`src/sv/cfbl_pkg.sv`:
```
// ----------------------------------------------------------------------------
// cfbl_pkg
// Types, codes and sizes shared by the chained free block list.
// ----------------------------------------------------------------------------
package cfbl_pkg;

   // Stack geometry.
   localparam int STACK_DEPTH = 32;
   localparam int IDX_W       = $clog2(STACK_DEPTH);
   localparam int CNT_W       = $clog2(STACK_DEPTH + 1);

   // Field widths of the channels.
   localparam int BLK_W    = 32;
   localparam int KIND_W   = 2;
   localparam int STAT_W   = 3;
   localparam int SIDX_W   = 6;

   // Register port.
   localparam int CSR_ADDR_W = 3;
   localparam int CSR_DATA_W = 32;
   localparam logic REG_FS_SIZE = 1'b0;

   // Input kinds.
   localparam logic [KIND_W-1:0] KIND_ALLOC  = 2'd0;
   localparam logic [KIND_W-1:0] KIND_FREE   = 2'd1;
   localparam logic [KIND_W-1:0] KIND_REFILL = 2'd2;
   localparam logic [KIND_W-1:0] KIND_UNUSED = 2'd3;

   // Result status codes.
   localparam logic [STAT_W-1:0] ST_GRANTED  = 3'd0;
   localparam logic [STAT_W-1:0] ST_FREED    = 3'd1;
   localparam logic [STAT_W-1:0] ST_REFILL   = 3'd2;
   localparam logic [STAT_W-1:0] ST_SPILL    = 3'd3;
   localparam logic [STAT_W-1:0] ST_NO_SPACE = 3'd4;
   localparam logic [STAT_W-1:0] ST_BAD      = 3'd5;
   localparam logic [STAT_W-1:0] ST_BUSY     = 3'd6;

   // Controller states.
   typedef enum logic [1:0] {
      S_IDLE,
      S_EXEC,
      S_RETRY,
      S_SPILL
   } state_type;

   // Datapath operations.
   typedef enum logic [3:0] {
      OP_NONE,
      OP_LATCH,
      OP_RETRY,
      OP_REFILL,
      OP_BUSY,
      OP_BAD,
      OP_PUSH,
      OP_ALLOC,
      OP_SPILL
   } op_type;

   typedef struct packed {
      op_type op;
   } cmd_type;

   typedef struct packed {
      logic [KIND_W-1:0] kind;
      logic              awaiting;
      logic              can_load;
      logic              bad;
      logic              full;
      logic              refill_last;
      logic              spill_last;
   } stat_type;

endpackage

```
`src/sv/cfbl_req_if.sv`:
```
// ----------------------------------------------------------------------------
// cfbl_req_if
// Request channel: valid/ready handshake with the request word.
// ----------------------------------------------------------------------------
interface cfbl_req_if;
   logic                             valid;
   logic                             ready;
   logic [cfbl_pkg::KIND_W-1:0]      kind;
   logic [cfbl_pkg::BLK_W-1:0]       block_number;
   logic [cfbl_pkg::BLK_W-1:0]       refill_word;

   modport source (output valid, output kind, output block_number, output refill_word,
                   input ready);
   modport sink (input valid, input kind, input block_number, input refill_word,
                 output ready);
endinterface

```
`src/sv/cfbl_rsp_if.sv`:
```
// ----------------------------------------------------------------------------
// cfbl_rsp_if
// Response channel: valid/ready handshake with the result word.
// ----------------------------------------------------------------------------
interface cfbl_rsp_if;
   logic                             valid;
   logic                             ready;
   logic [cfbl_pkg::STAT_W-1:0]      status;
   logic [cfbl_pkg::BLK_W-1:0]       block_id;
   logic [cfbl_pkg::BLK_W-1:0]       spill_word;
   logic [cfbl_pkg::SIDX_W-1:0]      spill_index;
   logic                             last;

   modport source (output valid, output status, output block_id, output spill_word,
                   output spill_index, output last, input ready);
   modport sink (input valid, input status, input block_id, input spill_word,
                 input spill_index, input last, output ready);
endinterface

```
`src/sv/chained_free_block_list.sv`:
```
// ----------------------------------------------------------------------------
// chained_free_block_list
// Cached free block stack chained through storage, with a register port.
// ----------------------------------------------------------------------------
// A request word is taken in the idle state, which reads the stack top from
// the entry memory (registered read); the exec state decides and, for an
// allocate or a free, loads the response register once free. After the last
// refill word of a chain block, a retry state reads the top for the retried
// allocate. A taken free on a full stack streams 33 spill words at one per
// cycle while the response side takes them, paced by the same memory port.
// The response register lets a new request word in while a result waits.
// Entries never written read as undefined; there is no clearing pass.
module chained_free_block_list (
   input  logic                                clock,
   input  logic                                reset,
   cfbl_req_if.sink                            req,
   cfbl_rsp_if.source                          rsp,
   input  logic                                csr_psel,
   input  logic                                csr_penable,
   input  logic                                csr_pwrite,
   input  logic [cfbl_pkg::CSR_ADDR_W-1:0]     csr_paddr,
   input  logic [cfbl_pkg::CSR_DATA_W-1:0]     csr_pwdata,
   output logic [cfbl_pkg::CSR_DATA_W-1:0]     csr_prdata,
   output logic                                csr_pready
);

   cfbl_pkg::cmd_type  cmd;
   cfbl_pkg::stat_type stat;

   logic [cfbl_pkg::CSR_DATA_W-1:0] fs_size_ff, fs_size_in;
   logic                            reg_sel;

   // Register decode on the word address.
   assign reg_sel    = csr_paddr[2] == cfbl_pkg::REG_FS_SIZE;
   assign csr_pready = 1'b1;

   always_comb begin
      fs_size_in = fs_size_ff;
      if (csr_psel && csr_penable && csr_pwrite && reg_sel) fs_size_in = csr_pwdata;
   end

   always_ff @(posedge clock) begin
      if (reset) begin
         fs_size_ff <= '0;
      end else begin
         fs_size_ff <= fs_size_in;
      end
   end

   assign csr_prdata = reg_sel ? fs_size_ff : '0;

   cfbl_ctrl u_ctrl (
      .clock     (clock),
      .reset     (reset),
      .req_valid (req.valid),
      .req_ready (req.ready),
      .stat      (stat),
      .cmd       (cmd)
   );

   cfbl_dp u_dp (
      .clock            (clock),
      .reset            (reset),
      .cmd              (cmd),
      .stat             (stat),
      .fs_size          (fs_size_ff),
      .req_kind         (req.kind),
      .req_block_number (req.block_number),
      .req_refill_word  (req.refill_word),
      .rsp_valid        (rsp.valid),
      .rsp_ready        (rsp.ready),
      .rsp_status       (rsp.status),
      .rsp_block_id     (rsp.block_id),
      .rsp_spill_word   (rsp.spill_word),
      .rsp_spill_index  (rsp.spill_index),
      .rsp_last         (rsp.last)
   );

endmodule

```
`src/sv/cfbl_ctrl.sv`:
```
// ----------------------------------------------------------------------------
// cfbl_ctrl
// Sequencer: takes a request word, then drives the datapath through the
// decision, the optional refill retry and the spill stream.
// ----------------------------------------------------------------------------
module cfbl_ctrl (
   input  logic                clock,
   input  logic                reset,
   input  logic                req_valid,
   output logic                req_ready,
   input  cfbl_pkg::stat_type  stat,
   output cfbl_pkg::cmd_type   cmd
);

   cfbl_pkg::state_type state_ff, state_in;

   // State register.
   always_ff @(posedge clock) begin
      if (reset) begin
         state_ff <= cfbl_pkg::S_IDLE;
      end else begin
         state_ff <= state_in;
      end
   end

   // Next state.
   always_comb begin
      state_in = state_ff;
      unique case (state_ff)
         cfbl_pkg::S_IDLE: begin
            if (req_valid) state_in = cfbl_pkg::S_EXEC;
         end
         cfbl_pkg::S_EXEC: begin
            unique case (stat.kind)
               cfbl_pkg::KIND_REFILL: begin
                  if (stat.awaiting && stat.refill_last) state_in = cfbl_pkg::S_RETRY;
                  else state_in = cfbl_pkg::S_IDLE;
               end
               cfbl_pkg::KIND_UNUSED: begin
                  state_in = cfbl_pkg::S_IDLE;
               end
               cfbl_pkg::KIND_ALLOC: begin
                  if (stat.can_load) state_in = cfbl_pkg::S_IDLE;
               end
               cfbl_pkg::KIND_FREE: begin
                  if (!stat.awaiting && !stat.bad && stat.full) begin
                     state_in = cfbl_pkg::S_SPILL;
                  end else if (stat.can_load) begin
                     state_in = cfbl_pkg::S_IDLE;
                  end
               end
            endcase
         end
         cfbl_pkg::S_RETRY: begin
            state_in = cfbl_pkg::S_EXEC;
         end
         cfbl_pkg::S_SPILL: begin
            if (stat.can_load && stat.spill_last) state_in = cfbl_pkg::S_IDLE;
         end
      endcase
   end

   // Outputs.
   always_comb begin
      req_ready = 1'b0;
      cmd.op    = cfbl_pkg::OP_NONE;
      unique case (state_ff)
         cfbl_pkg::S_IDLE: begin
            req_ready = 1'b1;
            if (req_valid) cmd.op = cfbl_pkg::OP_LATCH;
         end
         cfbl_pkg::S_EXEC: begin
            unique case (stat.kind)
               cfbl_pkg::KIND_REFILL: begin
                  if (stat.awaiting) cmd.op = cfbl_pkg::OP_REFILL;
               end
               cfbl_pkg::KIND_UNUSED: begin
                  cmd.op = cfbl_pkg::OP_NONE;
               end
               cfbl_pkg::KIND_ALLOC: begin
                  if (stat.can_load) begin
                     cmd.op = stat.awaiting ? cfbl_pkg::OP_BUSY : cfbl_pkg::OP_ALLOC;
                  end
               end
               cfbl_pkg::KIND_FREE: begin
                  if (stat.can_load) begin
                     priority if (stat.awaiting) cmd.op = cfbl_pkg::OP_BUSY;
                     else if (stat.bad)          cmd.op = cfbl_pkg::OP_BAD;
                     else if (!stat.full)        cmd.op = cfbl_pkg::OP_PUSH;
                     else                        cmd.op = cfbl_pkg::OP_NONE;
                  end
               end
            endcase
         end
         cfbl_pkg::S_RETRY: begin
            cmd.op = cfbl_pkg::OP_RETRY;
         end
         cfbl_pkg::S_SPILL: begin
            if (stat.can_load) cmd.op = cfbl_pkg::OP_SPILL;
         end
      endcase
   end

endmodule

```
`src/sv/cfbl_dp.sv`:
```
// ----------------------------------------------------------------------------
// cfbl_dp
// Datapath: entry memory, stack count, refill position, spill counter,
// latched request word and the response output register.
// ----------------------------------------------------------------------------
module cfbl_dp (
   input  logic                               clock,
   input  logic                               reset,
   input  cfbl_pkg::cmd_type                  cmd,
   output cfbl_pkg::stat_type                 stat,
   input  logic [cfbl_pkg::BLK_W-1:0]         fs_size,
   input  logic [cfbl_pkg::KIND_W-1:0]        req_kind,
   input  logic [cfbl_pkg::BLK_W-1:0]         req_block_number,
   input  logic [cfbl_pkg::BLK_W-1:0]         req_refill_word,
   output logic                               rsp_valid,
   input  logic                               rsp_ready,
   output logic [cfbl_pkg::STAT_W-1:0]        rsp_status,
   output logic [cfbl_pkg::BLK_W-1:0]         rsp_block_id,
   output logic [cfbl_pkg::BLK_W-1:0]         rsp_spill_word,
   output logic [cfbl_pkg::SIDX_W-1:0]        rsp_spill_index,
   output logic                               rsp_last
);

   localparam logic [cfbl_pkg::CNT_W-1:0] DEPTH_CNT = cfbl_pkg::CNT_W'(cfbl_pkg::STACK_DEPTH);
   localparam logic [cfbl_pkg::BLK_W-1:0] DEPTH_WORD = cfbl_pkg::BLK_W'(cfbl_pkg::STACK_DEPTH);
   localparam logic [cfbl_pkg::CNT_W-1:0] ONE_CNT = cfbl_pkg::CNT_W'(1);

   // Entry memory with registered read.
   logic [cfbl_pkg::BLK_W-1:0] mem [cfbl_pkg::STACK_DEPTH];
   logic [cfbl_pkg::BLK_W-1:0] rdata_ff;
   logic                       rd_en, wr_en;
   logic [cfbl_pkg::IDX_W-1:0] rd_addr, wr_addr;
   logic [cfbl_pkg::BLK_W-1:0] wr_data;

   // Latched request word.
   logic [cfbl_pkg::KIND_W-1:0] kind_ff, kind_in;
   logic [cfbl_pkg::BLK_W-1:0]  blk_ff, blk_in;
   logic [cfbl_pkg::BLK_W-1:0]  word_ff, word_in;

   // Stack control state.
   logic [cfbl_pkg::CNT_W-1:0] count_ff, count_in;
   logic [cfbl_pkg::CNT_W-1:0] pos_ff, pos_in;
   logic [cfbl_pkg::CNT_W-1:0] sidx_ff, sidx_in;
   logic                       await_ff, await_in;

   // Output register.
   logic                        out_valid_ff, out_valid_in;
   logic [cfbl_pkg::STAT_W-1:0] out_status_ff, out_status_in;
   logic [cfbl_pkg::BLK_W-1:0]  out_id_ff, out_id_in;
   logic [cfbl_pkg::BLK_W-1:0]  out_word_ff, out_word_in;
   logic [cfbl_pkg::SIDX_W-1:0] out_index_ff, out_index_in;
   logic                        out_last_ff, out_last_in;

   logic [cfbl_pkg::CNT_W-1:0] count_m1, pos_m1;
   logic                       stack_empty;
   logic                       load;

   assign count_m1    = count_ff - ONE_CNT;
   assign pos_m1      = pos_ff - ONE_CNT;
   assign stack_empty = (count_ff == '0) || (count_ff > DEPTH_CNT);

   // Status toward the controller.
   always_comb begin
      stat.kind        = kind_ff;
      stat.awaiting    = await_ff;
      stat.can_load    = !out_valid_ff || rsp_ready;
      stat.bad         = (blk_ff == '0) || (blk_ff >= fs_size);
      stat.full        = count_ff >= DEPTH_CNT;
      stat.refill_last = pos_ff == DEPTH_CNT;
      stat.spill_last  = sidx_ff == DEPTH_CNT;
   end

   // Operation decode.
   always_comb begin
      kind_in       = kind_ff;
      blk_in        = blk_ff;
      word_in       = word_ff;
      count_in      = count_ff;
      pos_in        = pos_ff;
      sidx_in       = sidx_ff;
      await_in      = await_ff;
      rd_en         = 1'b0;
      rd_addr       = count_m1[cfbl_pkg::IDX_W-1:0];
      wr_en         = 1'b0;
      wr_addr       = count_ff[cfbl_pkg::IDX_W-1:0];
      wr_data       = blk_ff;
      load          = 1'b0;
      out_status_in = cfbl_pkg::ST_NO_SPACE;
      out_id_in     = '0;
      out_word_in   = '0;
      out_index_in  = '0;
      out_last_in   = 1'b1;
      unique case (cmd.op)
         cfbl_pkg::OP_NONE: begin
         end
         cfbl_pkg::OP_LATCH: begin
            // Take the word and read the stack top in case it is an allocate.
            kind_in = req_kind;
            blk_in  = req_block_number;
            word_in = req_refill_word;
            rd_en   = 1'b1;
         end
         cfbl_pkg::OP_RETRY: begin
            // The last refill word turns into a pending allocate.
            kind_in = cfbl_pkg::KIND_ALLOC;
            rd_en   = 1'b1;
         end
         cfbl_pkg::OP_REFILL: begin
            if (pos_ff == '0) begin
               count_in = (word_ff > DEPTH_WORD) ? DEPTH_CNT : word_ff[cfbl_pkg::CNT_W-1:0];
            end else begin
               wr_en   = 1'b1;
               wr_addr = pos_m1[cfbl_pkg::IDX_W-1:0];
               wr_data = word_ff;
            end
            if (pos_ff == DEPTH_CNT) begin
               await_in = 1'b0;
               pos_in   = '0;
            end else begin
               pos_in = pos_ff + ONE_CNT;
            end
         end
         cfbl_pkg::OP_BUSY: begin
            load          = 1'b1;
            out_status_in = cfbl_pkg::ST_BUSY;
         end
         cfbl_pkg::OP_BAD: begin
            load          = 1'b1;
            out_status_in = cfbl_pkg::ST_BAD;
         end
         cfbl_pkg::OP_PUSH: begin
            wr_en         = 1'b1;
            count_in      = count_ff + ONE_CNT;
            load          = 1'b1;
            out_status_in = cfbl_pkg::ST_FREED;
            out_id_in     = blk_ff;
         end
         cfbl_pkg::OP_ALLOC: begin
            load = 1'b1;
            priority if (stack_empty) begin
               count_in = '0;
            end else if (rdata_ff == '0) begin
               // A zero entry marks the end of the chain; the stack is kept.
               out_status_in = cfbl_pkg::ST_NO_SPACE;
            end else if (count_ff == ONE_CNT) begin
               // Last entry names the next chain block: ask for its contents.
               count_in      = '0;
               await_in      = 1'b1;
               pos_in        = '0;
               out_status_in = cfbl_pkg::ST_REFILL;
               out_id_in     = rdata_ff;
            end else begin
               count_in      = count_m1;
               out_status_in = cfbl_pkg::ST_GRANTED;
               out_id_in     = rdata_ff;
            end
         end
         cfbl_pkg::OP_SPILL: begin
            // Word zero is the count, word k is entry k-1 read at the prior step.
            load          = 1'b1;
            out_status_in = cfbl_pkg::ST_SPILL;
            out_id_in     = blk_ff;
            out_word_in   = (sidx_ff == '0) ? DEPTH_WORD : rdata_ff;
            out_index_in  = cfbl_pkg::SIDX_W'(sidx_ff);
            out_last_in   = sidx_ff == DEPTH_CNT;
            if (sidx_ff == DEPTH_CNT) begin
               sidx_in  = '0;
               count_in = ONE_CNT;
               wr_en    = 1'b1;
               wr_addr  = '0;
            end else begin
               rd_en   = 1'b1;
               rd_addr = sidx_ff[cfbl_pkg::IDX_W-1:0];
               sidx_in = sidx_ff + ONE_CNT;
            end
         end
         default: begin
         end
      endcase
   end

   // Output register valid.
   always_comb begin
      out_valid_in = out_valid_ff;
      priority if (load)      out_valid_in = 1'b1;
      else if (rsp_ready)     out_valid_in = 1'b0;
      else                    out_valid_in = out_valid_ff;
   end

   // Entry memory.
   always_ff @(posedge clock) begin
      if (wr_en) mem[wr_addr] <= wr_data;
      if (rd_en) rdata_ff <= mem[rd_addr];
   end

   // Control registers.
   always_ff @(posedge clock) begin
      if (reset) begin
         count_ff     <= '0;
         pos_ff       <= '0;
         sidx_ff      <= '0;
         await_ff     <= 1'b0;
         kind_ff      <= cfbl_pkg::KIND_UNUSED;
         out_valid_ff <= 1'b0;
      end else begin
         count_ff     <= count_in;
         pos_ff       <= pos_in;
         sidx_ff      <= sidx_in;
         await_ff     <= await_in;
         kind_ff      <= kind_in;
         out_valid_ff <= out_valid_in;
      end
   end

   // Payload registers.
   always_ff @(posedge clock) begin
      blk_ff  <= blk_in;
      word_ff <= word_in;
      if (load) begin
         out_status_ff <= out_status_in;
         out_id_ff     <= out_id_in;
         out_word_ff   <= out_word_in;
         out_index_ff  <= out_index_in;
         out_last_ff   <= out_last_in;
      end
   end

   assign rsp_valid       = out_valid_ff;
   assign rsp_status      = out_status_ff;
   assign rsp_block_id    = out_id_ff;
   assign rsp_spill_word  = out_word_ff;
   assign rsp_spill_index = out_index_ff;
   assign rsp_last        = out_last_ff;

endmodule

```
`src/flat_wrapper.sv`:
```
// flat-port wrapper written by rule: the top's interface ports become plain ports
module chained_free_block_list_flat 
  (clock, reset, csr_psel, csr_penable, csr_pwrite, csr_paddr, csr_pwdata, csr_prdata, csr_pready, req_valid, req_kind, req_block_number, req_refill_word, req_ready, rsp_valid, rsp_status, rsp_block_id, rsp_spill_word, rsp_spill_index, rsp_last, rsp_ready);
  cfbl_req_if req_i ();
  cfbl_rsp_if rsp_i ();
  input  logic clock;
  input  logic reset;
  input  logic csr_psel;
  input  logic csr_penable;
  input  logic csr_pwrite;
  input  logic [cfbl_pkg::CSR_ADDR_W-1:0] csr_paddr;
  input  logic [cfbl_pkg::CSR_DATA_W-1:0] csr_pwdata;
  output logic [cfbl_pkg::CSR_DATA_W-1:0] csr_prdata;
  output logic csr_pready;
  input wire logic [$bits(req_i.valid)-1:0] req_valid;
  input wire logic [$bits(req_i.kind)-1:0] req_kind;
  input wire logic [$bits(req_i.block_number)-1:0] req_block_number;
  input wire logic [$bits(req_i.refill_word)-1:0] req_refill_word;
  output wire logic [$bits(req_i.ready)-1:0] req_ready;
  output wire logic [$bits(rsp_i.valid)-1:0] rsp_valid;
  output wire logic [$bits(rsp_i.status)-1:0] rsp_status;
  output wire logic [$bits(rsp_i.block_id)-1:0] rsp_block_id;
  output wire logic [$bits(rsp_i.spill_word)-1:0] rsp_spill_word;
  output wire logic [$bits(rsp_i.spill_index)-1:0] rsp_spill_index;
  output wire logic [$bits(rsp_i.last)-1:0] rsp_last;
  input wire logic [$bits(rsp_i.ready)-1:0] rsp_ready;
  assign req_i.valid = req_valid;
  assign req_i.kind = req_kind;
  assign req_i.block_number = req_block_number;
  assign req_i.refill_word = req_refill_word;
  assign req_ready = req_i.ready;
  assign rsp_valid = rsp_i.valid;
  assign rsp_status = rsp_i.status;
  assign rsp_block_id = rsp_i.block_id;
  assign rsp_spill_word = rsp_i.spill_word;
  assign rsp_spill_index = rsp_i.spill_index;
  assign rsp_last = rsp_i.last;
  assign rsp_i.ready = rsp_ready;
  chained_free_block_list u_core (.clock(clock), .reset(reset), .req(req_i), .rsp(rsp_i), .csr_psel(csr_psel), .csr_penable(csr_penable), .csr_pwrite(csr_pwrite), .csr_paddr(csr_paddr), .csr_pwdata(csr_pwdata), .csr_prdata(csr_prdata), .csr_pready(csr_pready));
endmodule
```
`config.mk`:
```
export PLATFORM = sky130hd
export DESIGN_NAME = chained_free_block_list_flat
export DESIGN_NICKNAME = d
export VERILOG_FILES = /design/src/sv/cfbl_pkg.sv /design/src/sv/cfbl_req_if.sv /design/src/sv/cfbl_rsp_if.sv /design/src/sv/chained_free_block_list.sv /design/src/sv/cfbl_ctrl.sv /design/src/sv/cfbl_dp.sv /design/src/flat_wrapper.sv
export SDC_FILE = /design/constraint.sdc
export NUM_CORES = 2
export LEC_CHECK = 0
export BUFFER_PORTS_ARGS = -buffer_cell sky130_fd_sc_hd__buf_2
export CAP_MARGIN = 5
export CORE_UTILIZATION = 39
export CTS_CLUSTER_DIAMETER = 200
export DETAILED_ROUTE_END_ITERATION = 10
export PLACE_DENSITY = 0.63
export RECOVER_POWER = 25
export SETUP_SLACK_MARGIN = 0.02
export SLEW_MARGIN = 20
export SYNTH_ARGS = -nofsm -noshare
export SYNTH_HDL_FRONTEND = slang
export SYNTH_SLANG_ARGS = --single-unit
```
`constraint.sdc`:
```
create_clock -name clock -period 10.3 [get_ports clock]
set_input_delay 1.03 -clock clock [delete_from_list [all_inputs] [get_ports clock]]
set_output_delay 1.03 -clock clock [all_outputs]
set_load 0.05 [all_outputs]
```
# --- Word-level counts from Yosys, hierarchy flattened ---
# Memory sizes are Yosys's and may differ from the RTL's. A register that Yosys moved wholly into a read port is not among the register bits.
# Index checks and enable logic that the tools add are counted.
totals:
  ram_bits: 1024
  mem_count: 1
  ff_bits: 194
  elab_cells: 150
  out_inout_bits: 109
  input_bits: 108
op_classes:
  n_eq_ne: 26
  n_reduce_logical: 32
  addsub: 5
  n_bitwise: 2
  n_lt_le_gt_ge: 4
  muxes: 64
memory_table:
  columns: ["memory", "words", "word_bits", "rd", "rd_clocked_by_memory_dff", "wr", "line_no", "rtl"]
  rows:
  - ["u_core.u_dp.mem", 32, 32, 1, 1, 1, "cfbl_dp.sv:29", "logic [cfbl_pkg::BLK_W-1:0] mem [cfbl_pkg::STACK_DEPTH];"]
op_table:
  columns: ["op", "count"]
  rows:
  - ["32-bit two-way mux", 5]
  - ["6-bit two-way mux", 12]
  - ["32-bit zero test", 2]
  - ["32-bit case mux with 2 select lines", 1]
  - ["32-bit greater-or-equal comparator", 1]
  - ["32-bit by 6-bit > comparator with 1-bit output, second input constant", 1]
  - ["4-bit case mux with 4 select lines", 2]
  - ["6-bit case mux with 4 select lines", 1]
  - ["3-bit two-way mux", 7]
  - ["5-bit two-way mux", 4]
  - ["6-bit by 1-bit adder with 6-bit output, second input constant", 3]
  - ["6-bit zero test", 3]
  - ["4-bit by 3-bit == test with 1-bit output, second input constant", 4]
  - ["2-bit two-way mux", 8]
  - ["2-bit case mux with 4 select lines", 2]
  - ["3-bit case mux with 5 select lines", 1]
  - ["1-bit two-way mux", 14]
  - ["6-bit == test, second input constant", 2]
  - ["2-bit != test, second input constant", 6]
  - ["6-bit case mux with 2 select lines", 1]
  - ["5-bit case mux with 2 select lines", 1]
  - ["2-bit == test, second input constant", 4]
  - ["4-bit by 2-bit == test with 1-bit output, second input constant", 2]
  - ["4-bit AND reduction", 2]
  - ["other kinds (25)", 44]

# --- Longest topological paths before layout ---
depth:
  word_depth: 11
  depth_mapped: 14
  depth_no_buf: 11

# --- Modules after synthesis ---
# From an unflattened synthesis, not the netlist that was laid out.
hier_totals:
  hier_cells: 3374
  area_unflattened_um2: 50333.3
by_module_without_submodules:
  columns: ["mod", "instances", "cells_per_inst", "area_per_inst_um2", "seq_area_each_um2"]
  rows:
  - ["cfbl_dp", 1, 3170, 48426.4, 36294.8]
  - ["chained_free_block_list", 1, 177, 1696.6, 640.6]
  - ["cfbl_ctrl", 1, 27, 210.2, 40.0]

# --- Worst setup path before layout ---
# No wires, ideal clock.
synth_timing:
  path_kind: "input port to flip-flop"
  start: "input req_valid"
  end: "register u_core.u_dp.rdata_ff[0] in the netlist's numbering (read register of u_core.u_dp.mem), enable pin"
  n_path_buf: 0
  t_arrival_ns: 7.658
  stages: 6
  path_slack_ns: 2.252
  setup_ns: 0.389
  required_ns: 9.911
  cell_sequence: "nor3b_1 -> o21bai_1 -> nand2_1 -> xnor2_1 -> nand2b_1 -> nand2_1"
synth_between:
  elab_chain_cells: 5
  elab_cells_between_ends: 8
  classes_between: "eq/ne: 3; mux: 4; reduce/logical: 1"
synth_rtl:
  columns: ["element", "line_no", "rtl"]
  rows:
  - ["start: declaration", "flat_wrapper.sv:15", "input wire logic [$bits(req_i.valid)-1:0] req_valid;"]
  - ["1-bit two-way mux *", "cfbl_ctrl.sv:70", "if (req_valid) cmd.op = cfbl_pkg::OP_LATCH;"]
  - ["4-bit case mux with 4 select lines *", "cfbl_ctrl.sv:67", "unique case (state_ff)"]
  - ["4-bit by 1-bit == test with 1-bit output / 4-bit by 2-bit == test with 1-bit output (equally long branches)", "cfbl_dp.sv:93", "unique case (cmd.op)"]
  - ["2-bit OR reduction (no source line)", null, null]
  - ["1-bit case mux with 2 select lines *", "cfbl_dp.sv:93", null]
  - ["named net u_core.u_dp.rd_en", "cfbl_dp.sv:31", "logic rd_en, wr_en;"]
  - ["end: declaration", "cfbl_dp.sv:30", "logic [cfbl_pkg::BLK_W-1:0] rdata_ff;"]
# The timed path passes the listed nets; every way through them passes the cells marked *.
# A chain may end at the register's enable or synchronous reset.

# --- Final worst setup path ---
layout_timing:
  start: "register u_core.fs_size_ff[23] in the netlist's numbering"
  end: "memory u_core.u_dp.mem[28][0] in the netlist's numbering (data pin)"
layout_between:
  elab_chain_cells: 9
layout_rtl:
  columns: ["element", "line_no", "rtl"]
  rows:
  - ["start: declaration", "chained_free_block_list.sv:30", "logic [cfbl_pkg::CSR_DATA_W-1:0] fs_size_ff, fs_size_in;"]
  - ["start signal: assignment", "chained_free_block_list.sv:46", "fs_size_ff <= fs_size_in;"]
  - ["32-bit greater-or-equal comparator", "cfbl_dp.sv:67", "stat.bad = (blk_ff == '0) || (blk_ff >= fs_size);"]
  - ["1-bit logical OR", "cfbl_dp.sv:67", null]
  - ["3-bit two-way mux", "cfbl_ctrl.sv:88", "else if (stat.bad) cmd.op = cfbl_pkg::OP_BAD;"]
  - ["3-bit two-way mux", "cfbl_ctrl.sv:87", "priority if (stat.awaiting) cmd.op = cfbl_pkg::OP_BUSY;"]
  - ["3-bit two-way mux", "cfbl_ctrl.sv:86", "if (stat.can_load) begin"]
  - ["4-bit case mux with 4 select lines", "cfbl_ctrl.sv:73", "unique case (stat.kind)"]
  - ["4-bit case mux with 4 select lines", "cfbl_ctrl.sv:67", null]
  - ["4-bit by 2-bit == test with 1-bit output", "cfbl_dp.sv:93", null]
  - ["32-bit two-way mux", "cfbl_dp.sv:93", null]
  - ["named net u_core.u_dp.wr_data, one bit", "cfbl_dp.sv:33", "logic [cfbl_pkg::BLK_W-1:0] wr_data;"]
  - ["end: declaration", "cfbl_dp.sv:29", null]
# The timed path passes the listed nets, and every way through them passes these cells. The select of a mux whose other input is x is not followed.

==> impl_metrics.csv <==
group,metric,value,unit
yosys,synthFlopType,"edfxtp_1",
setup_path,crit_fanout,32,
clock_tree,cts_setup_buffers,0,
setup_path,cpPeakStageDelay,1.92,ns
place,dpl_cell_area,53280,um^2
timing,finalSetupViolCount,0,
yosys,avgSynthCellArea,19.12,um^2
cells_and_area,drive_gt1_share,21.65,%
setup_path,required,10.19,ns
floorplanning,num_rows,131,
power,ir_worst_vdd,0.1629,mV
clock_tree,clk_pin_slew_worst_paths,0.06,ns
timing,holdWs,0.4554,ns
drt,route.vias.total,26423,
timing,slew_headroom,-205.9,%
drt,viasPerCell,5.691,
run_status,violations,"capacitance limit, slew limit",
timing,fin_ws,2.467,ns
floorplanning,core,127400,um^2
setup_path,rrSetupSlack,2.47,ns
floorplanning,io_pins,217,
drt,drc,0,
global_routing,grt_pass1_wl,188.2,mm
yosys,ys_ff_latch,1250,
cells_and_area,final_common_cell,"edfxtp_1",
run,maxCapViolations,15,
yosys,seq_area_frac_synth,73.93,%
yosys,synth_top_family_by_area,"multiplexers",
clock_tree,cts_hold_buf,0,
power,fin_total_pwr,10.59,mW
cells_and_area,n_fill_cell,10895,
timing,achievable-frequency,0.1277,GHz
yosys,synth_cell_types,70,
yosys,synth_cells,2616,
timing,rsz0062_at_grt,"false",
worst_hold_path,min-delay-start,"u_core.fs_size_ff[14]",
drt,wirelength,134.2,mm
cells_and_area,final_nets,3026,
place,portBuffers,213,
clock_tree,htreeDepth,3,
drt,drt-initial-drc-count,3137,
global_routing,grt_pass1_vias,25745,
global_routing,grt-busiest-layer,"met2",
global_routing,gr-total-overflow,0,
clock_tree,cts_root_buffer,"clkbuf_16",
worst_hold_path,min_to,"u_core.fs_size_ff[14]",
global_routing,grt_util_met2,30.19,%
yosys,synth_xor_area_share,0.2452,%
run_status,status,"finished with violations",
timing,hold_violations,0,
drt,wire_per_inst,28.90,um
cells_and_area,fin_cells,4643,
floorplanning,die_area,129700,um^2
timing,finalSetupTns,0,ns
place,hpwl,77.62,mm
worst_hold_path,min_path_type,"flip-flop to flip-flop",
global_routing,grt_antenna_before_repair,12,
yosys,synth-simple-area-share,4.253,%
cells_and_area,ff_latch_area,36980,um^2
setup_path,crit_buf_inv,2,
setup_path,worstPathArrival,7.73,ns
timing,drv_slew,565,
drt,drtPass1Iterations,6,
clock_tree,clock_sinks,1250,
cells_and_area,multi_input_area,12310,um^2
yosys,synth_nets,2764,
power,pwr_density_cell,186.4,nW/um^2
cells_and_area,utilization,44.61,%
cells_and_area,layout_common_cells,"edfxtp_1, mux4_2, nand2_1",
yosys,synth_compound_area_share,2.634,%
timing,min_period,7.833,ns
global_routing,grt_max_degree,151,
global_routing,met3_usage,6.062,%
yosys,synth_warnings,0,
global_routing,use_met1,29.49,%
yosys,async_flop_share,0,%
setup_path,critPathLaunchType,"flip-flop",
setup_path,cpMostUsedCell,"and4_1",
setup_path,r2r_end,"u_core.u_dp.mem[28][0]",
setup_path,setup.worst_path.class,"flip-flop to flip-flop",
cells_and_area,fin_area,56810,um^2
floorplanning,start_util,39.27,%
setup_path,worstRegToRegCells,11,
setup_path,end_kind,"flip-flop",
place,dpl_worst_slack,4.345,ns
power,power.leakage,17.96,nW
yosys,muxShareOfSynthArea,16.13,%
global_routing,track_usage,20.41,%
floorplanning,die_h,360.1,um
yosys,synth_edf_count,1194,
setup_path,path_cells,"inv_1 -> ha_1 -> and4_1 -> and4_1 -> and2_0 -> nor4_1 -> nand4b_1 -> o21a_1 -> nor2_4 -> clkbuf_1 -> o21ai_0",
place,place_congestion,0.8830,
clock_tree,cts_tree,"done",
setup_path,r2r_start,"u_core.fs_size_ff[23]",
timing,tightest_slew,4.588,ns
setup_path,critical-path-top-delay-family,"compound AO/OA/AOI/OAI gates",
clock_tree,cts_buffers,119,
yosys,syn_area,50010,um^2
timing,fin_crit_sh,76.05,%
timing,skew,0.03865,ns
drt,detail-route-antenna-nets,0,
floorplanning,die_w,360.1,um
setup_path,cp_slowest_cell,"o21ai_0",
clock_tree,cts_resized,0,
cells_and_area,syn2layout_area_growth,13.59,%
clock_tree,cts_buffer_depth,3,
worst_hold_path,worstHoldPathCells,2,
yosys,synthAdderAreaFrac,1.001,%
place,placedCellCount,4419,
clock_tree,clk_latency,0.70,ns
## layer usage
metal / vias to the layer above / wire, um
met2: 1315 / 58970
li1: 11078 / -
met5: - / 30
met4: 6 / 2874
met1: 13856 / 57120
met3: 168 / 15190
## report_power, final
part	switching, mW	internal, mW
clock network	1.87	2.50
logic	0.325	0.189
registers	0.0801	5.63
## worst max path at each step
stage	startpoint	end	slack (ns)	cells past startpoint
floorplan	req_valid	u_core.u_dp.rdata_ff[0]	2.25	6
global placement	u_core.fs_size_ff[21]	u_core.u_dp.mem[16][9]	4.37	12
detailed placement	u_core.u_dp.blk_ff[28]	u_core.u_dp.mem[16][9]	4.34	11
CTS	u_core.u_dp.blk_ff[28]	u_core.u_dp.mem[16][7]	4.30	11
global route	u_core.u_dp.blk_ff[27]	u_core.u_dp.mem[28][0]	2.14	9
finish	u_core.fs_size_ff[23]	u_core.u_dp.mem[28][0]	2.47	11
## flip-flops by register name (all words and copies together), names as in the netlist, 2 cells and up
signal                       flops
u_core.u_dp.mem               1024
u_core.fs_size_ff               32
u_core.u_dp.blk_ff              32
u_core.u_dp.rdata_ff            32
u_core.u_dp.rsp_block_id        32
u_core.u_dp.rsp_spill_word      32
u_core.u_dp.word_ff             32
u_core.u_dp.count_ff             6
u_core.u_dp.pos_ff               6
u_core.u_dp.rsp_spill_index      6
u_core.u_dp.sidx_ff              6
u_core.u_dp.rsp_status           3
u_core.u_ctrl.state_ff           2
u_core.u_dp.kind_ff              2
## cell type report
type                       count  area share, %
sequential                  1250          65.08
multi-input combinational   1188          21.67
clock buffer                 151          5.653
tap                         1662          3.660
timing repair buffer         273          2.427
clock inverter                71          1.194
inverter                      46         0.3061
antenna                        2       0.008809
## cells by family after synthesis
logic type | count (synthesis)
flops | 1250
mux | 482
simple gates | 456
compound gates | 195
buf+inv | 178
fa+ha+maj | 40
xor+xnor | 14
other cells | 1
## cells in the mapped netlist (5+ instances only)
master	instances	area share, %
o21ai_0	19	0.19
xnor2_1	5	0.088
nand2b_1	5	0.063
buf_2	17	0.17
ha_1	40	1.0
inv_1	46	0.35
a211oi_1	5	0.075
o22ai_1	6	0.075
a22o_1	31	0.54
nor3_1	17	0.17
buf_4	6	0.090
and2_1	39	0.49
dfxtp_1	56	2.2
nand3_1	18	0.18
a21oi_1	65	0.65
nor4_1	29	0.36
buf_1	25	0.19
edfxtp_1	1194	72
clkbuf_1	59	0.44
a311oi_1	8	0.14
nand4_1	10	0.13
mux4_2	256	12
o211ai_1	7	0.11
and3_1	5	0.063
nor2_1	104	0.78
mux2i_1	194	3.9
nor2b_1	5	0.063
nand2_1	199	1.5
a21o_1	9	0.14
o21ai_1	5	0.050
a31oi_1	6	0.075
xor2_1	9	0.16
mux2_2	32	0.72
buf_6	25	0.56
## worst min-delay path: cells and delay by family, from the launching register on
| family | cells | cell delay (ns) |
|---|---|---|
| flip-flops | 1 | 0.31 |
| AND/OR/NAND/NOR | 1 | 0.05 |
| AO/OA/AOI/OAI | 1 | 0.05 |
Note: power is estimated with default switching activity, not from simulation.
